**config.mk**
```make
export PLATFORM = sky130hd
export DESIGN_NAME = header_trailer_frame_extractor_top
export DESIGN_NICKNAME = d
export VERILOG_FILES = /design/src/hdl/htfe_pkg.sv /design/src/hdl/header_trailer_frame_extractor_top.sv /design/src/hdl/htfe_front.sv /design/src/hdl/htfe_fifo.sv /design/src/hdl/htfe_back.sv
export SDC_FILE = /design/constraint.sdc
export NUM_CORES = 1
export LEC_CHECK = 0
export BUFFER_PORTS_ARGS = -buffer_cell sky130_fd_sc_hd__buf_4
export CAP_MARGIN = 40
export CORE_UTILIZATION = 57
export CTS_CLUSTER_DIAMETER = 60
export DETAILED_ROUTE_END_ITERATION = 7
export GPL_ROUTABILITY_DRIVEN = 0
export PLACE_DENSITY = 0.84
export SLEW_MARGIN = 10
export SYNTH_ARGS = -nofsm -noshare
export SYNTH_HDL_FRONTEND = slang
export SYNTH_SLANG_ARGS = --single-unit
```
**constraint.sdc**
```tcl
create_clock -name clk -period 34.9 [get_ports clk]
set_input_delay 1.745 -clock clk [delete_from_list [all_inputs] [get_ports clk]]
set_output_delay 1.745 -clock clk [all_outputs]
set_load 0.02 [all_outputs]
```
**src/hdl/htfe_pkg.sv**
```systemverilog
`default_nettype none

package htfe_pkg;

	localparam int unsigned HTFE_FRAME_LEN = 30;
	localparam int unsigned HTFE_QDEPTH    = 2;

	localparam logic [31:0] HEADER_RST  = 32'hAAFF_0300;
	localparam logic [15:0] TRAILER_RST = 16'h55CC;

	typedef enum logic {
		REG_HEADER  = 1'b0,
		REG_TRAILER = 1'b1
	} htfe_reg_t;

	typedef struct packed {
		logic full;
		logic empty;
	} htfe_qstat_t;

endpackage

`default_nettype wire

```
**src/hdl/header_trailer_frame_extractor_top.sv**
```systemverilog
// Frame extractor: one received byte is taken per clock while full is low. Each byte is shifted
// into a window of the last FRAME_LEN bytes; when the four oldest bytes equal header_pattern and
// the two newest equal trailer_pattern, the whole window is emitted as FRAME_LEN words, oldest
// byte first, with frame_last on the final word. Overlapping frames are each emitted. A matched
// frame is written into the queue and then loaded into the output shift register before its first
// word appears; words then leave at up to one per clock while pop is high. Up to two matched frames
// wait in a queue behind the one being sent; full is high while both queue slots are taken.
// Reset clears the window to zero bytes, which take part in matching.
`default_nettype none

module header_trailer_frame_extractor_top
	import htfe_pkg::*;
#(
	parameter int unsigned FRAME_LEN = HTFE_FRAME_LEN
) (
	input  wire logic        clk,
	input  wire logic        arst_n,
	input  wire logic        push,
	output logic             full,
	input  wire logic [7:0]  rx_byte,
	input  wire logic        cfg_we,
	input  wire logic        cfg_idx,
	input  wire logic [31:0] cfg_data,
	output logic             empty,
	input  wire logic        pop,
	output logic [7:0]       frame_byte,
	output logic             frame_last
);

	htfe_qstat_t               qstat;
	logic                      frame_wr;
	logic                      frame_rd;
	logic [FRAME_LEN-1:0][7:0] wr_frame;
	logic [FRAME_LEN-1:0][7:0] rd_frame;

	htfe_front #(.FRAME_LEN(FRAME_LEN)) u_front (
		.clk        (clk),
		.arst_n     (arst_n),
		.push       (push),
		.rx_byte    (rx_byte),
		.cfg_we     (cfg_we),
		.cfg_idx    (cfg_idx),
		.cfg_data   (cfg_data),
		.qstat      (qstat),
		.full       (full),
		.frame_wr   (frame_wr),
		.frame_data (wr_frame)
	);

	htfe_fifo #(.FRAME_LEN(FRAME_LEN)) u_fifo (
		.clk     (clk),
		.arst_n  (arst_n),
		.wr      (frame_wr),
		.wr_data (wr_frame),
		.rd      (frame_rd),
		.rd_data (rd_frame),
		.qstat   (qstat)
	);

	htfe_back #(.FRAME_LEN(FRAME_LEN)) u_back (
		.clk        (clk),
		.arst_n     (arst_n),
		.qstat      (qstat),
		.frame_data (rd_frame),
		.frame_rd   (frame_rd),
		.pop        (pop),
		.empty      (empty),
		.frame_byte (frame_byte),
		.frame_last (frame_last)
	);

endmodule

`default_nettype wire

```
**src/hdl/htfe_front.sv**
```systemverilog
`default_nettype none

module htfe_front
	import htfe_pkg::*;
#(
	parameter int unsigned FRAME_LEN = HTFE_FRAME_LEN
) (
	input  wire logic                        clk,
	input  wire logic                        arst_n,
	input  wire logic                        push,
	input  wire logic [7:0]                  rx_byte,
	input  wire logic                        cfg_we,
	input  wire logic                        cfg_idx,
	input  wire logic [31:0]                 cfg_data,
	input  wire htfe_qstat_t                 qstat,
	output logic                             full,
	output logic                             frame_wr,
	output logic [FRAME_LEN-1:0][7:0]        frame_data
);

	logic [FRAME_LEN-1:0][7:0] win_q;
	logic [FRAME_LEN-1:0][7:0] win_nxt;
	logic [31:0]               header_q;
	logic [15:0]               trailer_q;
	logic                      accept;
	logic                      match;

	assign full   = qstat.full;
	assign accept = push && !qstat.full;

	// index 0 is the oldest byte
	assign win_nxt = {rx_byte, win_q[FRAME_LEN-1:1]};

	assign match = (win_nxt[0] == header_q[31:24]) && (win_nxt[1] == header_q[23:16]) &&
		(win_nxt[2] == header_q[15:8]) && (win_nxt[3] == header_q[7:0]) &&
		(win_nxt[FRAME_LEN-2] == trailer_q[15:8]) && (win_nxt[FRAME_LEN-1] == trailer_q[7:0]);

	assign frame_wr   = accept && match;
	assign frame_data = win_nxt;

	always_ff @(posedge clk or negedge arst_n) begin
		if (!arst_n) begin
			win_q <= '0;
		end else if (accept) begin
			win_q <= win_nxt;
		end
	end

	always_ff @(posedge clk or negedge arst_n) begin
		if (!arst_n) begin
			header_q  <= HEADER_RST;
			trailer_q <= TRAILER_RST;
		end else if (cfg_we) begin
			case (htfe_reg_t'(cfg_idx))
				REG_HEADER:  header_q  <= cfg_data;
				REG_TRAILER: trailer_q <= cfg_data[15:0];
				default: ;
			endcase
		end
	end

endmodule

`default_nettype wire

```
**src/hdl/htfe_fifo.sv**
```systemverilog
`default_nettype none

module htfe_fifo
	import htfe_pkg::*;
#(
	parameter int unsigned FRAME_LEN = HTFE_FRAME_LEN
) (
	input  wire logic                       clk,
	input  wire logic                       arst_n,
	input  wire logic                       wr,
	input  wire logic [FRAME_LEN-1:0][7:0]  wr_data,
	input  wire logic                       rd,
	output logic [FRAME_LEN-1:0][7:0]       rd_data,
	output htfe_qstat_t                     qstat
);

	localparam int unsigned PW = $clog2(HTFE_QDEPTH);
	localparam int unsigned CW = $clog2(HTFE_QDEPTH + 1);

	logic [FRAME_LEN-1:0][7:0] mem_q [HTFE_QDEPTH];
	logic [PW-1:0]             wptr_q;
	logic [PW-1:0]             rptr_q;
	logic [CW-1:0]             cnt_q;
	logic                      do_wr;
	logic                      do_rd;

	assign qstat.full  = (cnt_q == CW'(HTFE_QDEPTH));
	assign qstat.empty = (cnt_q == '0);
	assign do_wr       = wr && !qstat.full;
	assign do_rd       = rd && !qstat.empty;
	assign rd_data     = mem_q[rptr_q];

	always_ff @(posedge clk) begin
		if (do_wr) begin
			mem_q[wptr_q] <= wr_data;
		end
	end

	always_ff @(posedge clk or negedge arst_n) begin
		if (!arst_n) begin
			wptr_q <= '0;
			rptr_q <= '0;
			cnt_q  <= '0;
		end else begin
			if (do_wr) begin
				wptr_q <= (wptr_q == PW'(HTFE_QDEPTH - 1)) ? '0 : wptr_q + PW'(1);
			end
			if (do_rd) begin
				rptr_q <= (rptr_q == PW'(HTFE_QDEPTH - 1)) ? '0 : rptr_q + PW'(1);
			end
			if (do_wr && !do_rd) begin
				cnt_q <= cnt_q + CW'(1);
			end else if (do_rd && !do_wr) begin
				cnt_q <= cnt_q - CW'(1);
			end
		end
	end

endmodule

`default_nettype wire

```
**src/hdl/htfe_back.sv**
```systemverilog
`default_nettype none

module htfe_back
	import htfe_pkg::*;
#(
	parameter int unsigned FRAME_LEN = HTFE_FRAME_LEN
) (
	input  wire logic                       clk,
	input  wire logic                       arst_n,
	input  wire htfe_qstat_t                qstat,
	input  wire logic [FRAME_LEN-1:0][7:0]  frame_data,
	output logic                            frame_rd,
	input  wire logic                       pop,
	output logic                            empty,
	output logic [7:0]                      frame_byte,
	output logic                            frame_last
);

	localparam int unsigned RW = $clog2(FRAME_LEN + 1);

	logic [FRAME_LEN-1:0][7:0] shreg_q;
	logic [RW-1:0]             rem_q;
	logic                      busy_q;
	logic                      last;
	logic                      adv;

	assign last       = (rem_q == RW'(1));
	assign adv        = pop && busy_q;
	assign frame_rd   = !qstat.empty && (!busy_q || (adv && last));
	assign empty      = !busy_q;
	assign frame_byte = shreg_q[0];
	assign frame_last = last;

	always_ff @(posedge clk) begin
		if (frame_rd) begin
			shreg_q <= frame_data;
		end else if (adv) begin
			shreg_q <= {8'h00, shreg_q[FRAME_LEN-1:1]};
		end
	end

	always_ff @(posedge clk or negedge arst_n) begin
		if (!arst_n) begin
			busy_q <= 1'b0;
			rem_q  <= '0;
		end else if (frame_rd) begin
			busy_q <= 1'b1;
			rem_q  <= RW'(FRAME_LEN);
		end else if (adv) begin
			rem_q <= rem_q - RW'(1);
			if (last) begin
				busy_q <= 1'b0;
			end
		end
	end

endmodule

`default_nettype wire

```
==> results.tsv <==
metric	value	unit
final hold violation count	0	
period utilization	14.5	%
Final Skew	0.0257	ns
Worst Path Buf+Inv	5	
worst slew pin tran	1.12	ns
worst min path class	reg -> reg	
I/O pin total	57	
sequential cell area fraction in the yosys report	76.0	%
first-pass GRT wire length	112000	um
Worst-Skew Late Latency	0.65	ns
CP Class	in -> reg	
Non-Filler Cell Area, Final	42500	um2
Filler Cells Inserted	4167	
routed length per instance	21.6	um
cell mode on critical path	buf_4	
Arrival @ worst endpoint	5.31	ns
DRC viols	0	
Pwr Total	3.24	mW
Peak supply drop	0.0572	mV
clk slew on worst S/H paths	0.06	ns
max-slew violation count	0	
hold bufs inserted after CTS	0	
slowest stage delay, CP	0.70	ns
Diodes inserted	0	
CP Max Fanout	57	
DIE WIDTH	260	um
Final setup violation count	0	
Vias/cell	5.81	
synthesized area	38000	um2
grt ovf	0	
Initial Utilization	57.7	%
CTS Buf Count	93	
pin count of the biggest net entering global routing	248	
Cells after Synth	2228	
Setup TNS	0	ns
first drt pass iteration count	5	
clock sink total	1010	
vias in the first global route	19800	
initial drt markers	1644	
final hold slack	0.484	ns
startpoint types	input pin	
Max-Cap Viols	0	
worst-case clock buffer depth	3	
min cycle time layout	5.05	ns
Yosys warning count	0	
die area	67800	um2
total track usage	21.4	%
H-tree levels	3	
Slew headroom	25.1	%
critical-path cell with the highest stage delay	and2_4	
post_cts resized	0	
crit path cell chain	buf_4 > nand2b_4 > nor4_1 > nand4_1 > inv_1 > and2_4 > buf_4 > buf_16 > buf_4	
RSZ-0062 raised after global routing	false	
fin nets	2341	
number of library cell types mapped by synthesis	32	
crit path capture type	flip-flop	
Buffers on Ports	56	
post-route ant nets	0	
Req. time, crit path	35.16	ns
placed cell area	39300	um2
Leak Pwr	16.0	nW
share of cells above drive strength 1	22.7	%
Avg Cell Area, Syn	17.1	um2
initial antenna violation count	0	
Pwr per Cell Area	76.3	nW/um2
post-detail-place hpwl	37100	um
CORE AREA	65900	um2
row count	94	
vias	18800	
Syn Nets	2277	
maximum clock rate	198	MHz
post-CTS setup buffers	0	
outcome	completed	
Total Wirelength	70000	um
Clock Tree Root	clkbuf_16	
Die Y	260	um
CTS tree	done	
delay-heaviest family, CP	buffers and inverters	
Layout area overhead	11.7	%
synthesis-stage register bit count	1010	
[worst reg2reg max path: cells and delay by family, from the launching register on]
kind	cells	cell delay, ns
flops	1	0.44
buf+inv	4	1.70
simple gates	5	2.02
[metrics by stage]
stage	cells	setup slack, ns	utilization [%]
after CTS	3236	29.79	64.5
after detailed placement	3061	29.15	59.7
after global routing	3236	29.62	64.5
final	3236	29.85	64.5
after floorplan	2228	21.67	-
after global placement	3050	29.01	59.3
[flip-flops by register name, indices dropped and copies added, names as in the netlist]
signal,flops
u_fifo.mem_q,480
u_back.shreg_q,232
u_front.frame_data,232
u_front.header_q,32
u_front.trailer_q,16
u_back.frame_byte,8
u_back.rem_q,5
u_fifo.cnt_q,2
u_back.busy_q,1
u_fifo.rptr_q,1
u_fifo.wptr_q,1
[cell type report]
class | count | area (um2) | area share [%]
inverters | 4 | 15.0 | 0.0353
multi-input cells | 1095 | 8440 | 19.9
well taps | 864 | 1080 | 2.55
clock buffers | 140 | 2760 | 6.50
clock inverters | 35 | 370 | 0.872
flip-flops and latches | 1010 | 28900 | 68.1
repair buffers | 88 | 896 | 2.11
[worst paths after layout]
path	startpoint	to	slack, ns	cells past startpoint
setup reg to reg	u_fifo.cnt_q[1]	u_fifo.mem_q[1][170]	30.32	9
hold / removal	u_front.frame_data[187]	u_fifo.mem_q[0][187]	0.48	0
setup / recovery	push	u_fifo.mem_q[1][170]	29.85	9
max in group asynchronous	arst_n	u_front.frame_data[136]	31.80	4
hold reg to reg	u_front.frame_data[187]	u_fifo.mem_q[0][187]	0.48	0
min in group asynchronous	arst_n	u_front.frame_data[96]	1.19	1
[placed cells by master, fill, tap and decap left out, types with 3 or more instances in the layout]
| cell type | n |
|---|---|
| buf_12 | 7 |
| buf_16 | 7 |
| buf_4 | 73 |
| bufinv_16 | 7 |
| clkbuf_1 | 27 |
| clkbuf_16 | 98 |
| clkbuf_8 | 15 |
| clkinv_1 | 9 |
| clkinv_2 | 14 |
| dfrtp_1 | 267 |
| dfstp_2 | 22 |
| edfxtp_1 | 720 |
| ha_1 | 3 |
| inv_1 | 4 |
| mux2_2 | 280 |
| mux2i_1 | 240 |
| nand2_1 | 237 |
| nand3_1 | 3 |
| nand4_1 | 11 |
| nor2_1 | 12 |
| nor4_1 | 3 |
| o21ai_0 | 161 |
| o21ai_1 | 74 |
| xnor2_1 | 50 |
| xor2_1 | 4 |
[synth_stat cells]
library cell | number | share of area (%)
nor4_1 | 3 | 0.049
mux2_2 | 280 | 8.3
and2_1 | 1 | 0.016
a21o_1 | 1 | 0.020
dfrtp_1 | 268 | 18
nor3_1 | 2 | 0.026
o21ai_2 | 1 | 0.023
nor2b_1 | 3 | 0.049
nor2_1 | 13 | 0.13
a31oi_4 | 1 | 0.056
nand2b_1 | 1 | 0.016
nand4_1 | 11 | 0.18
o21ai_0 | 161 | 2.1
buf_6 | 25 | 0.74
buf_2 | 31 | 0.41
xnor2_1 | 50 | 1.2
a21oi_1 | 2 | 0.026
nor4b_2 | 1 | 0.039
xor2_1 | 4 | 0.092
nand2_1 | 237 | 2.3
mux2i_1 | 240 | 6.3
ha_1 | 3 | 0.099
o21ai_1 | 74 | 0.97
edfxtp_1 | 720 | 57
buf_4 | 8 | 0.16
and3_1 | 2 | 0.033
buf_1 | 3 | 0.030
dfstp_2 | 22 | 1.5
inv_1 | 4 | 0.039
clkbuf_1 | 52 | 0.51
nand3_1 | 3 | 0.039
a21oi_2 | 1 | 0.023
[cells by family (layout without fill, tap and decap cells)]
kind of cell / after synthesis / after routing / synth area share (%)
AOI/OAI and AO/OA: 241 / 241 / 3.24
adders and majority gates: 3 / 3 / 0.0987
muxes: 520 / 520 / 14.6
buffers and inverters: 123 / 267 / 1.89
xor gates and xnor gates: 54 / 54 / 1.24
and+or+nand+nor: 277 / 277 / 2.92
DFF: 1010 / 1010 / 76.0
[power breakdown]
group / internal (mW) / switching [mW] / leakage, nW / total (mW)
Sequential: 1.54 / 0.183 / 10.2 / 1.73
Clock: 0.599 / 0.430 / 1.53 / 1.03
Combinational: 0.258 / 0.225 / 4.29 / 0.483
[metal layers]
layer	part of all wire, %	GRT usage (%)	vias up
met5	0	0	-
met4	2.8	7.96	0
met3	4.8	3.36	126
met2	51	35.5	509
met1	42	28.7	9749
li1	-	-	8417
No activity file was read; power rests on OpenSTA's default activity.
